**src/sv/bce_pkg.sv**
```systemverilog
`timescale 1ns / 1ps
// ----------------------------------------------------------------------------
// bce_pkg
// Shared types, constants and the byte-wide CRC-32 update for the block
// checksum engine.
// ----------------------------------------------------------------------------
package bce_pkg;

    localparam logic [31:0] CRC_POLY    = 32'hEDB8_8320;
    localparam logic [31:0] CRC_PRESET  = 32'hFFFF_FFFF;
    localparam logic [8:0]  FLETCHER_MOD = 9'd255;

    // Checksum mode register codes
    localparam logic MODE_FLETCHER = 1'b0;
    localparam logic MODE_CRC      = 1'b1;

    // Per-byte step control from the input stage to the checksum units
    typedef struct packed {
        logic en;    // a byte is folded in this cycle
        logic last;  // that byte closes the block
    } t_step;

    // Reflected CRC-32 over one byte, LSB first
    function automatic logic [31:0] crc_byte(input logic [31:0] crc, input logic [7:0] data);
        logic [31:0] c;
        c = crc ^ {24'd0, data};
        for (int b = 0; b < 8; b++) begin
            if (c[0]) begin
                c = (c >> 1) ^ CRC_POLY;
            end else begin
                c = c >> 1;
            end
        end
        return c;
    endfunction

endpackage

```
**src/sv/bce_fletcher.sv**
```systemverilog
`timescale 1ns / 1ps
// ----------------------------------------------------------------------------
// bce_fletcher
// Fletcher-16 sum pair, both modulo 255, cleared after the closing byte.
// ----------------------------------------------------------------------------
module bce_fletcher (
    input  logic           i_clk,
    input  logic           i_rst_n,
    input  bce_pkg::t_step i_step,
    input  logic [7:0]     i_data_byte,
    output logic [7:0]     o_low_next,
    output logic [7:0]     o_high_next,
    output logic [7:0]     o_low,
    output logic [7:0]     o_high
);
    import bce_pkg::*;

    logic [7:0] r_low;
    logic [7:0] r_high;
    logic [7:0] n_low;
    logic [7:0] n_high;
    logic [8:0] low_sum;
    logic [8:0] high_sum;

    // Both sums stay below 255, so one compare and subtract folds each add
    always_comb begin
        low_sum = {1'b0, r_low} + {1'b0, i_data_byte};
        if (low_sum >= FLETCHER_MOD) begin
            low_sum = low_sum - FLETCHER_MOD;
        end
        n_low = low_sum[7:0];

        high_sum = {1'b0, r_high} + {1'b0, n_low};
        if (high_sum >= FLETCHER_MOD) begin
            high_sum = high_sum - FLETCHER_MOD;
        end
        n_high = high_sum[7:0];
    end

    // Sum registers
    always_ff @(posedge i_clk) begin
        if (!i_rst_n) begin
            r_low  <= 8'd0;
            r_high <= 8'd0;
        end else if (i_step.en) begin
            if (i_step.last) begin
                r_low  <= 8'd0;
                r_high <= 8'd0;
            end else begin
                r_low  <= n_low;
                r_high <= n_high;
            end
        end
    end

    assign o_low_next  = n_low;
    assign o_high_next = n_high;
    assign o_low       = r_low;
    assign o_high      = r_high;

endmodule

```
**src/sv/bce_crc.sv**
```systemverilog
`timescale 1ns / 1ps
// ----------------------------------------------------------------------------
// bce_crc
// Reflected CRC-32 register, preset to all ones, reloaded after the closing
// byte.
// ----------------------------------------------------------------------------
module bce_crc (
    input  logic           i_clk,
    input  logic           i_rst_n,
    input  bce_pkg::t_step i_step,
    input  logic [7:0]     i_data_byte,
    output logic [31:0]    o_crc_next,
    output logic [31:0]    o_crc
);
    import bce_pkg::*;

    logic [31:0] r_crc;
    logic [31:0] n_crc;

    // Eight shift-xor steps for one byte
    always_comb begin
        n_crc = crc_byte(r_crc, i_data_byte);
    end

    // CRC register
    always_ff @(posedge i_clk) begin
        if (!i_rst_n) begin
            r_crc <= CRC_PRESET;
        end else if (i_step.en) begin
            if (i_step.last) begin
                r_crc <= CRC_PRESET;
            end else begin
                r_crc <= n_crc;
            end
        end
    end

    assign o_crc_next = n_crc;
    assign o_crc      = r_crc;

endmodule

```
**src/sv/block_checksum_engine.sv**
```systemverilog
`timescale 1ns / 1ps
// ----------------------------------------------------------------------------
// block_checksum_engine
// Fletcher-16 or CRC-32 checksum over a flagged byte stream, one block at a
// time; the mode register picks which value is reported on the last byte.
// ----------------------------------------------------------------------------
// Result path: the closing byte passes the input register, then the result
//   register, which raises o_valid and holds the checksum until it is taken.
// Throughput: one byte per cycle; only a closing byte stalls, and only while
//   an unaccepted checksum sits in the result register with i_ready low.
// Reset: synchronous, active low; mode is Fletcher-16, sums are zero, the
//   CRC is all ones and no transaction is pending.
module block_checksum_engine (
    input  logic        i_clk,
    input  logic        i_rst_n,
    // configuration
    input  logic        i_cfg_we,
    input  logic        i_cfg_data,
    // byte input
    input  logic        i_valid,
    output logic        o_ready,
    input  logic [7:0]  i_data_byte,
    input  logic        i_last_byte,
    // checksum output
    output logic        o_valid,
    input  logic        i_ready,
    output logic [31:0] o_checksum
);
    import bce_pkg::*;

    logic        r_mode;
    logic        r_in_valid;
    logic [7:0]  r_byte;
    logic        r_last;
    logic        r_out_valid;
    logic [31:0] r_checksum;

    logic        advance;
    t_step       step;
    logic [7:0]  low_next;
    logic [7:0]  high_next;
    logic [7:0]  low_cur;
    logic [7:0]  high_cur;
    logic [31:0] crc_next;
    logic [31:0] crc_cur;

    // Mode register
    always_ff @(posedge i_clk) begin
        if (!i_rst_n) begin
            r_mode <= MODE_FLETCHER;
        end else if (i_cfg_we) begin
            r_mode <= i_cfg_data;
        end
    end

    // A plain byte always moves on; a closing byte needs room in the result register
    assign advance  = r_in_valid && (!r_last || !r_out_valid || i_ready);
    assign o_ready  = !r_in_valid || advance;
    assign step.en   = advance;
    assign step.last = r_last;

    // Input register
    always_ff @(posedge i_clk) begin
        if (!i_rst_n) begin
            r_in_valid <= 1'b0;
        end else if (o_ready) begin
            r_in_valid <= i_valid;
        end
    end

    always_ff @(posedge i_clk) begin
        if (i_valid && o_ready) begin
            r_byte <= i_data_byte;
            r_last <= i_last_byte;
        end
    end

    bce_fletcher u_fletcher (
        .i_clk       (i_clk),
        .i_rst_n     (i_rst_n),
        .i_step      (step),
        .i_data_byte (r_byte),
        .o_low_next  (low_next),
        .o_high_next (high_next),
        .o_low       (low_cur),
        .o_high      (high_cur)
    );

    bce_crc u_crc (
        .i_clk       (i_clk),
        .i_rst_n     (i_rst_n),
        .i_step      (step),
        .i_data_byte (r_byte),
        .o_crc_next  (crc_next),
        .o_crc       (crc_cur)
    );

    // Result register
    always_ff @(posedge i_clk) begin
        if (!i_rst_n) begin
            r_out_valid <= 1'b0;
        end else if (advance && r_last) begin
            r_out_valid <= 1'b1;
        end else if (i_ready) begin
            r_out_valid <= 1'b0;
        end
    end

    always_ff @(posedge i_clk) begin
        if (advance && r_last) begin
            if (r_mode == MODE_CRC) begin
                r_checksum <= crc_next;
            end else begin
                r_checksum <= {16'd0, high_next, low_next};
            end
        end
    end

    assign o_valid    = r_out_valid;
    assign o_checksum = r_checksum;

    // Sums never reach the modulus
    a_sums_in_range : assert property (@(posedge i_clk) disable iff (!i_rst_n)
        (low_cur != 8'hFF) && (high_cur != 8'hFF))
        else $error("fletcher sum reached 255");

    // Closing byte returns both checksums to their initial values
    a_block_restart : assert property (@(posedge i_clk) disable iff (!i_rst_n)
        (advance && r_last) |=> (crc_cur == CRC_PRESET) && (low_cur == 8'd0)
                                && (high_cur == 8'd0))
        else $error("checksum state not reinitialized after closing byte");

    // Input stage only stalls while holding a closing byte behind a full output
    a_stall_cause : assert property (@(posedge i_clk) disable iff (!i_rst_n)
        !o_ready |-> (r_in_valid && r_last && r_out_valid && !i_ready))
        else $error("input stalled without a blocked closing byte");

    // Fletcher results carry nothing in the upper half
    a_fletcher_upper : assert property (@(posedge i_clk) disable iff (!i_rst_n)
        (o_valid && (r_mode == MODE_FLETCHER)) |-> (o_checksum[31:16] == 16'd0))
        else $error("fletcher checksum has upper bits set");

endmodule

```
**config.mk**
```make
export PLATFORM = sky130hd
export DESIGN_NAME = block_checksum_engine
export DESIGN_NICKNAME = d
export VERILOG_FILES = /design/src/sv/bce_pkg.sv /design/src/sv/bce_fletcher.sv /design/src/sv/bce_crc.sv /design/src/sv/block_checksum_engine.sv
export SDC_FILE = /design/constraint.sdc
export NUM_CORES = 1
export LEC_CHECK = 0
export ABC_AREA = 1
export BUFFER_PORTS_ARGS = -buffer_cell sky130_fd_sc_hd__buf_2
export CAP_MARGIN = 25
export CORE_ASPECT_RATIO = 1.2
export CORE_MARGIN = 8
export CORE_UTILIZATION = 47
export CTS_CLUSTER_DIAMETER = 120
export DETAILED_ROUTE_END_ITERATION = 7
export PLACE_DENSITY_LB_ADDON = 0.12
export SLEW_MARGIN = 5
export SYNTH_ARGS = -nofsm -noshare
export SYNTH_HDL_FRONTEND = slang
export SYNTH_SLANG_ARGS = --single-unit
```
**constraint.sdc**
```tcl
create_clock -name i_clk -period 9.8 [get_ports i_clk]
set_input_delay 0.49 -clock i_clk [delete_from_list [all_inputs] [get_ports i_clk]]
set_output_delay 0.49 -clock i_clk [all_outputs]
set_load 0.01 [all_outputs]
```
==> results.md, run 1 <==
* Outcome: finished, final reports clean
* Startpoint Class: flip-flop
* Core Box Area at approximately 11000 um^2
* Sequential Power Share at approximately two fifths
* Tcrit/Tclk final at 48.80%
* Drt initial violations at around 200
* Inst Count DP at 841
* Share of cells above drive strength 1 at between 10 and 15%
* Leakage at roughly 2.7 nW
* Clock Skew at between 6 and 7 ps
* Final min period at between 4000 and 5000 ps
* Number of CTS-inserted buffers at 9
* Critical Path Max Stage Delay at between 500 and 600 ps
* Initial antenna violation count at 0
* Total Wirelength at 13300 um
* # port buffers at 48
* Setup repair bufs after CTS at 0
* Htree depth at 3
* Final setup vio count at 0
* Post-synthesis sequential area ratio at approximately two fifths
* Critical path capture point type: flip-flop
* Die area at ~15000 um^2
* Syn Inst Count at 649
* Largest family of logic cells by synthesized area: simple AND/OR/NAND/NOR gates
* Largest net degree at the start of global routing at 76
* Fin. Hold Viols at 0
* GR Util met2 at 30.98%
* CTS Buffer Depth at 2
* Crit Path Max Fanout at 8
* Ys flop type: dfxtp_1
* Post-synthesis async set-or-reset flop share at 0%
* NumNets Final at about 730
* P per Cell Area at 184.7 nW/um^2
* Most common cell after layout, fill and taps aside: nand2_1
* Unrepaired setup endpoints after global routing: no
* Clock-pin slew on the worst setup and hold paths at roughly 70 ps
* DP HPWL at roughly 10000 um
* Mapped cell area at approximately 5400 um^2
* Mapped Nets at between 600 and 700
* Sw Share at 34.90%
* Clock Latency Late Sink at ~350 ps
* # IOs at between 40 and 50
* Total track usage at 17.99%
* Gate power share at 31.1%
* Post-Synth Adder-Cell Area at 5.357%
* Diode count at 0
* Compound-Gate Fraction of Synth Area at approximately a tenth
* Vias in the first global route at 4292
* Int Pwr at ~0.00074 W
* DIE HEIGHT at around 130 um
* WHS at ~310 ps
* Placer's final routability congestion estimate at a little over 0.9
* Critical path depth in cells at 25
* Post-cts resize count at 0
* Drt via density at slightly above 5
* Worst Path Arrival at about 5000 ps
* Max Clock Freq at 209.1 MHz
* Cell row count at 43
* Global Route met3 Usage at 2.988%
* Mux share of post-synthesis cell area at 0%
* Die width at 114.0 um
* Mean Syn Cell Area at ~8.3 um^2
* CTS Sinks at 92
* Initial Util at between 40% and 50%
* Worst-Margin Slew at 730.9 ps
* Reg2Reg Depth at 25
* Crit path max-delay family: simple AND/OR/NAND/NOR gates
* Switching pwr at between 0.0003 and 0.0004 W
* R2R Setup Slk at 5020 ps
* Data required, critical path at between 9000 and 10000 ps
* Setup_tns at 0 ps
* Worst Path Buf+Inv at 4
* Drt drc at 0
* Final Non-Filler Cells at between 800 and 900
* VDD IR max at approximately 0.077 mV
* Clock power frac at 29.2%
* P&R area growth vs syn at 13.02%
* Hold path start: i_data_byte[4]
* First-pass GRT wire length at 21490 um
* Clock Root Buffer: clkbuf_16
* Max_slew headroom at between 50% and 60%
* Remaining Overflow, GRT at 0
* DRT Pass-1 Iters at 5
* Slowest-stage cell, CP: fa_1
* CTS tree: done
* Hold-fix buffers at CTS at 0
* Max-Cap Viols at 0
* GR peak layer: met2
* Worst R2R End: o_checksum[8]$_DFFE_PP_
* Post-layout util at between 50 and 60%
* Post-synth EDFFs at a little over 40
* Hold Crit Class: in -> reg
* Synthesis-stage register bit count at 92
* M1 GR Usage at between 20% and 30%
* RR Startpoint: r_byte[0]$_DFFE_PP_
* Syn. warnings at 0
* Most frequent cells in the layout: nand2_1, inv_1, a21oi_1, xor2_1, dfxtp_1
* Routed WL per cell at 15.50 um
* Hold path cells at 1
* Synth Area in XOR/XNOR at about 15%
* Routed vias at ~4400
* Post-DRT Antenna Nets at 0
* Simple-Gate Fraction of Synth Area at between 20 and 25%
* Max-slew violations at 0
* Crit path kind: reg -> reg
* Synth unique cells at 40
* Min-Delay Endpoint: r_byte[4]$_DFFE_PP_
## how the worst max path moves through the flow
stage | slack, ps | to | startpoint
2_1_floorplan | 5590 | o_checksum[8]$_DFFE_PP_ | r_byte[0]$_DFFE_PP_
3_3_place_gp | 5290 | o_checksum[8]$_DFFE_PP_ | r_byte[0]$_DFFE_PP_
3_5_place_dp | 5080 | o_checksum[8]$_DFFE_PP_ | r_byte[0]$_DFFE_PP_
4_1_cts | 5050 | o_checksum[8]$_DFFE_PP_ | r_byte[0]$_DFFE_PP_
5_1_grt | 4630 | o_checksum[8]$_DFFE_PP_ | r_byte[0]$_DFFE_PP_
6_report | 5020 | o_checksum[8]$_DFFE_PP_ | r_byte[0]$_DFFE_PP_
## final cells by class
cell class                 count  area, um^2
sequential                    92        2252
timing repair buffer          53       297.8
multi-input combinational    471        2841
clock inverter                 6       38.79
clock buffer                  10       239.0
tap                          157       196.4
inverter                      69       259.0
fill                        1101        5281
## sequential cells by signal, summed over array words and instances, names as in the netlist
register and cells:
r_last 1, r_in_valid 1, r_mode 1, o_valid 1
u_fletcher.o_low 8, o_checksum 32, r_byte 8, u_fletcher.o_high 8
u_crc.o_crc 32
## power by group through the flow
stage                     combinational [W]  sequential [W]  clock [W]
after floorplan                    0.000261        0.000456          0
after CTS                          0.000353        0.000449   0.000335
final                              0.000352        0.000448   0.000331
after global routing               0.000393        0.000452   0.000351
after global placement             0.000348        0.000456          0
after detailed placement           0.000351        0.000457          0
## worst reg2reg max path: stages (launching register included)
cell,delay (ps)
edfxtp_1,410
ha_1,260
fa_1,540
ha_1,180
inv_1,40
nor2_1,190
nand3_1,150
nand2_1,140
nand3_4,120
nand2_2,150
nand2_1,80
and2_4,150
ha_1,210
inv_1,80
fa_1,430
inv_1,90
ha_1,190
inv_1,50
nor2_1,100
nand3_1,120
nor2_1,180
nand4_2,230
nand3_2,180
nand2_1,90
nand3_1,70
o21ai_0,80
## cells in the mapped netlist (10+ instances only)
library cell	n	area share, %
nand2_1	142	9.8
inv_1	63	4.4
a21oi_1	55	5.1
xor2_1	53	8.6
dfxtp_1	51	19
nand3_1	46	4.2
edfxtp_1	41	23
nor2_1	34	2.4
o21ai_0	34	3.1
xnor2_1	23	3.7
ha_1	20	4.6
clkbuf_1	12	0.83
nand4_1	10	1.2
o21ai_1	10	0.92
## metal layers
| metal | vias up | part of all wire [%] |
|---|---|---|
| met3 | 19 | 3.5 |
| met1 | 2041 | 43 |
| li1 | 2229 | - |
| met2 | 78 | 51 |
| met5 | - | 0 |
| met4 | 0 | 2.7 |
## stage by stage
stage | total power [W] | instance area [um^2] | worst slack (ps)
2_1_floorplan | 0.0007168 | 5419 | 5592
3_3_place_gp | 0.0008040 | 5819 | 5295
3_5_place_dp | 0.0008077 | 5819 | 5081
4_1_cts | 0.001136 | 6097 | 5055
5_1_grt | 0.001195 | 6125 | 4630
6_report | 0.001132 | 6125 | 5018
## logic make-up after synthesis
logic type               Yosys count
AND/OR/NAND/NOR                  259
AO/OA/AOI/OAI                    107
flip-flops                        92
buffers and inverters             86
XOR/XNOR                          83
adder cells (fa/ha/maj)           22
Power figures use the tool's default switching activity.
==> run 2, diff against run 1 <==
- ABC_AREA: 1 -> 0
- clock period: 9.8 -> 5 ns (I/O delays scaled with it)
==> results.md, run 2 <==
* Number of CTS-inserted buffers at 9 (unchanged)
* Switching pwr at 0.001073 W (+170%)
* CTS Buffer Depth at 2 (unchanged)
* Max Clock Freq at 210.7 MHz (+0.75%)
* Max-slew violations at 0 (unchanged)
* Int Pwr at 0.001799 W (+140%)
* Placer's final routability congestion estimate at 0.8694 (-4.4%)
* CTS Sinks at 92 (unchanged)
* First-pass GRT wire length at 20840 um (-3.0%)
* Area of the multi-input gates at 2947 um^2 (+3.7%)
* Fin area at 6062 um^2 (-1.0%)
* # port buffers at 48 (unchanged)
* Post-synth top cells: nand2_1, dfxtp_1, xnor2_1, edfxtp_1, nor2_1
* Most common cell after layout, fill and taps aside: nand2_1
* R2R Setup Slk at 250 ps (-4760 ps)
* Worst Path Buf+Inv at 4 (unchanged)
* Hold Crit Class: in -> reg
* Max-Cap Viols at 0 (unchanged)
* Post-synthesis async set-or-reset flop share at 0% (unchanged)
* Crit path max-delay family: adder cells
* Syn Inst Count at 526 (-19%)
* P&R area growth vs syn at 14.97%
* DRT Pass-1 Iters at 4 (-1)
* Worst-Margin Slew at 913.0 ps (+182.1 ps)
* Hold-fix buffers at CTS at 0 (unchanged)
* Register area at 2252 um^2 (unchanged)
* CTS tree: done
* Post-DP Area at 5749 um^2 (-1.2%)
* Remaining Overflow, GRT at 0 (unchanged)
* Die width at 112.7 um (-1.2%)
* VDD IR max at 0.1954 mV (+150%)
* Data required, critical path at 5060 ps (-4820 ps)
* Fillers at 970 (-12%)
* Vias in the first global route at 3971 (-7.5%)
* NumNets Final at 623 (-15%)
* Final setup vio count at 0 (unchanged)
* Clock power frac at 21.3% (-7.9 points)
* Tcrit/Tclk final at 94.93% (+46 points)
* Core Box Area at 10980 um^2 (-3.7%)
* Gate power share at 45.8% (+15 points)
* Leakage at 2.444 nW (-10%)
* Critical path depth in cells at 19 (-24%)
* Hold path start: i_data_byte[5]
* Final min period at 4746 ps (-35.64 ps)
* Clock Skew at 7.358 ps (+1.134 ps)
* Crit Path Max Fanout at 5 (-3)
* Post-synthesis sequential area ratio at 42.71% (+1.2 points)
* Share of the synthesized area in the top cell type at 23.35% (+0.63 points)
* DP HPWL at 9625 um (-4.6%)
* Sequential Power Share at 32.8% (-6.8 points)
* Synthesis-stage register bit count at 92 (unchanged)
* Reg2Reg Depth at 19 (-24%)
* Cell taking the most area after synthesis: edfxtp_1
* Mapped cell area at 5273 um^2 (-2.7%)
* Post-DRT Antenna Nets at 0 (unchanged)
* P per Cell Area at 473.7 nW/um^2 (+160%)
* Routed vias at 3986 (-8.7%)
* Initial antenna violation count at 0 (unchanged)
* Outcome: finished, final reports clean
* Worst Path Arrival at 4810 ps (-50 ps)
* Min-Delay Endpoint: r_byte[5]$_DFFE_PP_
* Crit path kind: reg -> reg
* Synth unique cells at 62 (+55%)
* # IOs at 49 (unchanged)
* Most used cell, CP: inv_1
* Slowest-stage cell, CP: fa_1
* Total Wirelength at 12740 um (-4.2%)
* Final Non-Filler Cells at 723 (-16%)
* Fin. Hold Viols at 0 (unchanged)
* Drt via density at 5.513 (+8.3%)
* Share of cells above drive strength 1 at 18.95% (+5.1 points)
* Clock Root Buffer: clkbuf_16
* Htree depth at 3 (unchanged)
* DIE HEIGHT at 132.0 um (-1.2%)
* Worst R2R End: o_checksum[8]$_DFFE_PP_
* Drt drc at 0 (unchanged)
* Routed WL per cell at 17.63 um (+14%)
* Hold path cells at 1 (unchanged)
* Initial Util at 48.01% (+0.50 points)
* Clock-pin slew on the worst setup and hold paths at 60 ps (about the same)
* Cell row count at 42 (-2.3%)
* Inst Count DP at 706 (-16%)
* Ys flop type: dfxtp_1
* Clock Latency Late Sink at 340 ps (about the same)
* Diode count at 0 (unchanged)
* Startpoint Class: flip-flop
* Synth area leaders: edfxtp_1, dfxtp_1, xnor2_1, nand2_1, ha_1
* Unrepaired setup endpoints after global routing: yes
* Die area at 14880 um^2 (-2.4%)
* Post-synth EDFFs at 41 (unchanged)
* Largest net degree at the start of global routing at 50 (-34%)
* Drt initial violations at 218 (+7.4%)
* Mean Syn Cell Area at 10.02 um^2 (+20%)
* Setup_tns at 0 ps (unchanged)
* Most frequent cells in the layout: nand2_1, xnor2_1, dfxtp_1, buf_2, edfxtp_1
* Total track usage at 17.73% (-0.26 points)
* Syn. warnings at 0 (unchanged)
* Max_slew headroom at 38.76% (-13 points)
* Critical path capture point type: flip-flop
* RR Startpoint: r_byte[2]$_DFFE_PP_
* Top-count cell post-synth: nand2_1
* Cell Chain, Critical Path: ha_1, or2_2, and3_1, nor3_2, and4_1, a21oi_4, xor2_2, inv_1, ha_1, inv_1, fa_1, inv_1, ha_1, inv_1, nor2_1, o2111a_1, a41o_2, xnor2_1, o21ai_0
* Sw Share at 37.36% (+2.5 points)
* Critical Path Max Stage Delay at 480 ps (-60 ps)
* Mapped Nets at 563 (-18%)
-- run 2: cell types whose count changed in the layout (fill, tap and decap cells not counted), sizes merged, moves of 8 or more --
| cell | delta |
|---|---|
| nand3 | -28 |
| xor2 | -31 |
| inv | -56 |
| o211ai | +21 |
| mux2i | +9 |
| xnor2 | +34 |
| nand4 | -9 |
| buf | +15 |
| nor2b | +8 |
| a21oi | -42 |
| nand2 | -79 |
| o21ai | -12 |
-- run 2: logic make-up after synthesis --
family                   count (synthesis)  share of synthesized area, %
AO/OA/AOI/OAI                          119                         15.83
XOR/XNOR                                86                         17.20
adder cells (fa/ha/maj)                 22                         5.505
buffers and inverters                   31                         2.278
flip-flops                              92                         42.71
multiplexers                            11                         2.136
AND/OR/NAND/NOR                        165                         14.33
-- run 2: per-layer routing --
| layer | GRT usage [%] | part of all wire (%) | vias up |
|---|---|---|---|
| li1 | - | - | 2002 |
| met1 | 22.05 | 45 | 1900 |
| met2 | 29.29 | 48 | 65 |
| met3 | 3.666 | 3.4 | 19 |
| met4 | 6.912 | 2.6 | 0 |
| met5 | 0 | 0 | - |
-- run 2: repair_timing --
item | 4_1_cts | 5_1_grt
gates resized for setup | 1 | 8
pin swaps | 1 | 0
setup buffers | 1 | 0
endpoints found under the setup margin | 4 | 16
-- run 2: cell type report --
class / count / share of cell area (%)
tap: 132 / 2.724
timing repair buffer: 68 / 6.440
sequential: 92 / 37.15
clock buffer: 12 / 3.901
clock inverter: 4 / 0.4334
multi-input combinational: 403 / 48.61
inverter: 12 / 0.7430
-- run 2: worst max-delay path by stage --
stage / startpoint / endpoint
6_report: r_byte[2]$_DFFE_PP_ / o_checksum[8]$_DFFE_PP_
5_1_grt: r_byte[2]$_DFFE_PP_ / o_checksum[8]$_DFFE_PP_
4_1_cts: r_byte[0]$_DFFE_PP_ / o_checksum[8]$_DFFE_PP_
3_5_place_dp: r_byte[0]$_DFFE_PP_ / o_checksum[9]$_DFFE_PP_
3_3_place_gp: r_byte[0]$_DFFE_PP_ / o_checksum[9]$_DFFE_PP_
2_1_floorplan: r_byte[0]$_DFFE_PP_ / o_checksum[9]$_DFFE_PP_
-- run 2: worst register-to-register path: stages, from the launching register on --
cell and delay [ps]:
edfxtp_1 470, ha_1 420, or2_2 350, and3_1 230, nor3_2 270, and4_1 320, a21oi_4 100, xor2_2 160
inv_1 60, ha_1 180, inv_1 60, fa_1 480, inv_1 70, ha_1 220, inv_1 90, nor2_1 60
o2111a_1 260, a41o_2 330, xnor2_1 200, o21ai_0 150
-- run 2: stage by stage --
step	utilization, %	total power, W	setup slack, ps	hold WS [ps]
6_report	55.19	0.002872	253.6	82.77
3_5_place_dp	52.35	0.002251	-63.94	428.6
2_1_floorplan	-	0.001913	277.5	348.9
3_3_place_gp	52.35	0.002248	76.77	426.3
4_1_cts	54.82	0.002874	52.96	72.14
5_1_grt	55.19	0.003062	-25.01	67.27
-- run 2: power by group through the flow --
stage | clock [W] | combinational, W | sequential [W]
after CTS | 0.000624 | 0.00131 | 0.000943
after global placement | 0 | 0.00129 | 0.000958
after detailed placement | 0 | 0.00129 | 0.000959
after floorplan | 0 | 0.000956 | 0.000957
final | 0.000613 | 0.00132 | 0.000943
after global routing | 0.000656 | 0.00145 | 0.000951
==> run 3, diff against run 2 <==
- RECOVER_POWER: unset -> 50
==> results.md, run 3 (synthesized netlist as in run 2, its figures left out) <==
* R2R Setup Slk at 250 ps (about the same)
* P per Cell Area at 478.0 nW/um^2 (+0.90%)
* Remaining Overflow, GRT at 0 (unchanged)
* Failing checks: capacitance limit, slew limit
* Clock Latency Late Sink at 340 ps (about the same)
* Sequential Power Share at 32.9% (about the same)
* Final setup vio count at 0 (unchanged)
* DP HPWL at 9625 um (unchanged)
* WHS at 81.91 ps (-0.8668 ps)
* Drt initial violations at 223 (+2.3%)
* Total Wirelength at 12850 um (+0.86%)
* CTS tree: done
* Crit Path Max Fanout at 5 (unchanged)
* Gate power share at 45.7% (about the same)
* Unrepaired setup endpoints after global routing: yes
* Diode count at 0 (unchanged)
* Worst Path Buf+Inv at 4 (unchanged)
* Tcrit/Tclk final at 94.93% (about the same)
* Routed WL per cell at 17.78 um (+0.86%)
* Total track usage at 17.73% (unchanged)
* CTS Sinks at 92 (unchanged)
* Int Pwr at 0.001793 W (-0.34%)
* Sw Share at 37.53% (+0.17 points)
* P&R area growth vs syn at 13.88%
* Initial antenna violation count at 0 (unchanged)
* Critical path capture point type: flip-flop
* Data required, critical path at 5060 ps (about the same)
* # IOs at 49 (unchanged)
* RR Startpoint: r_byte[2]$_DFFE_PP_
* Most used cell, CP: inv_1
* Hold Crit Class: in -> reg
* Largest net degree at the start of global routing at 50 (unchanged)
* Drt via density at 5.574 (+1.1%)
* Clock power frac at 21.4% (about the same)
* Cell row count at 42 (unchanged)
* First-pass GRT wire length at 20840 um (unchanged)
* Htree depth at 3 (unchanged)
* DRT Pass-1 Iters at 4 (unchanged)
* Slowest-stage cell, CP: edfxtp_1
* VDD IR max at 0.1959 mV (+0.25%)
* Hold path start: i_data_byte[5]
* Max_slew headroom at -29.78% (-69 points)
* Share of cells above drive strength 1 at 12.69% (-6.3 points)
* Vias in the first global route at 3971 (unchanged)
* Clock Root Buffer: clkbuf_16
* Hold-fix buffers at CTS at 0 (unchanged)
* Placer's final routability congestion estimate at 0.8694 (unchanged)
* Clock-pin slew on the worst setup and hold paths at 60 ps (about the same)
* Max-Cap Viols at 1 (+1)
* Number of CTS-inserted buffers at 9 (unchanged)
* Max-slew violations at 33 (+33)
* Final min period at 4747 ps (+0.1740 ps)
* Final Non-Filler Cells at 723 (unchanged)
* DIE HEIGHT at 132.0 um (unchanged)
* Worst-Margin Slew at 1947 ps (+1034 ps)
* Cell Chain, Critical Path: ha_1, or2_2, and3_1, nor3_2, and4_1, a21oi_4, xor2_2, inv_1, ha_1, inv_1, fa_1, inv_1, ha_1, inv_1, nor2_1, o2111a_1, a41o_2, xnor2_1, o21ai_0
* Outcome: finished, violations left
* Clock Skew at 7.141 ps (-0.2168 ps)
* Startpoint Class: flip-flop
* Routed vias at 4030 (+1.1%)
* Fin. Hold Viols at 0 (unchanged)
* # port buffers at 48 (unchanged)
* Max Clock Freq at 210.7 MHz (about the same)
* Die width at 112.7 um (unchanged)
* Crit path kind: reg -> reg
* NumNets Final at 623 (unchanged)
* Leakage at 2.339 nW (-4.3%)
* Critical path origin: r_byte[2]$_DFFE_PP_
* Post-DRT Antenna Nets at 0 (unchanged)
* Critical Path Max Stage Delay at 470 ps (about the same)
* Worst Path Arrival at 4810 ps (about the same)
* Crit path max-delay family: adder cells
* Initial Util at 48.01% (unchanged)
* Inst Count DP at 706 (unchanged)
* Most frequent cells in the layout: nand2_1, xnor2_1, dfxtp_1, edfxtp_1, clkbuf_1
* Core Box Area at 10980 um^2 (unchanged)
* Switching pwr at 0.001077 W (+0.40%)
* Die area at 14880 um^2 (unchanged)
* Most common cell after layout, fill and taps aside: nand2_1
* Drt drc at 0 (unchanged)
* CTS Buffer Depth at 2 (unchanged)
[run 3: layout make-up]
cell class,count,area (um^2)
Timing Repair Buffer,68,340.3
Clock buffer,12,236.5
Multi-Input combinational cell,403,2939
Clock inverter,4,26.28
Tap cell,132,165.2
Inverter,12,45.04
Sequential cell,92,2252
Fill cell,986,4979
[run 3: final timing paths]
kind | cells past startpoint | end
setup / recovery | 19 | o_checksum[8]$_DFFE_PP_
hold / removal | 1 | r_byte[5]$_DFFE_PP_
setup reg to reg | 19 | o_checksum[8]$_DFFE_PP_
hold reg to reg | 2 | u_fletcher.o_high[7]$_SDFFE_PN0P_
[run 3: metal layers]
metal,wire length (um),vias up,GRT usage (%)
met1,5798,1942,22.05
met3,496,20,3.666
met5,0,-,0
met2,6207,66,29.29
li1,-,2002,-
met4,350,0,6.912
[run 3: power groups by stage]
stage                     combinational, W  sequential, W  clock, W
after floorplan                   0.000956       0.000957         0
after CTS                          0.00131       0.000943  0.000624
after global routing               0.00145       0.000952  0.000656
after detailed placement           0.00129       0.000959         0
after global placement             0.00129       0.000958         0
final                              0.00131       0.000943  0.000614
[run 3: through the flow]
stage / instance area [um^2] / utilization [%] / setup TNS (ps) / setup WS [ps] / total power (W)
5_1_grt: 6005 / 54.67 / -25.01 / -25.01 / 0.003057
4_1_cts: 6021 / 54.82 / 0 / 52.96 / 0.002874
3_5_place_dp: 5749 / 52.35 / -114.3 / -63.94 / 0.002251
6_report: 6005 / 54.67 / 0 / 253.4 / 0.002870
2_1_floorplan: 5273 / - / 0 / 277.5 / 0.001913
3_3_place_gp: 5749 / 52.35 / 0 / 76.77 / 0.002248
[run 3: repair_timing]
item / in CTS / in global routing
endpoints found under the setup margin: 4 / 16
gates resized for setup: 1 / 8
setup buffers: 1 / 0
pin swaps: 1 / 0
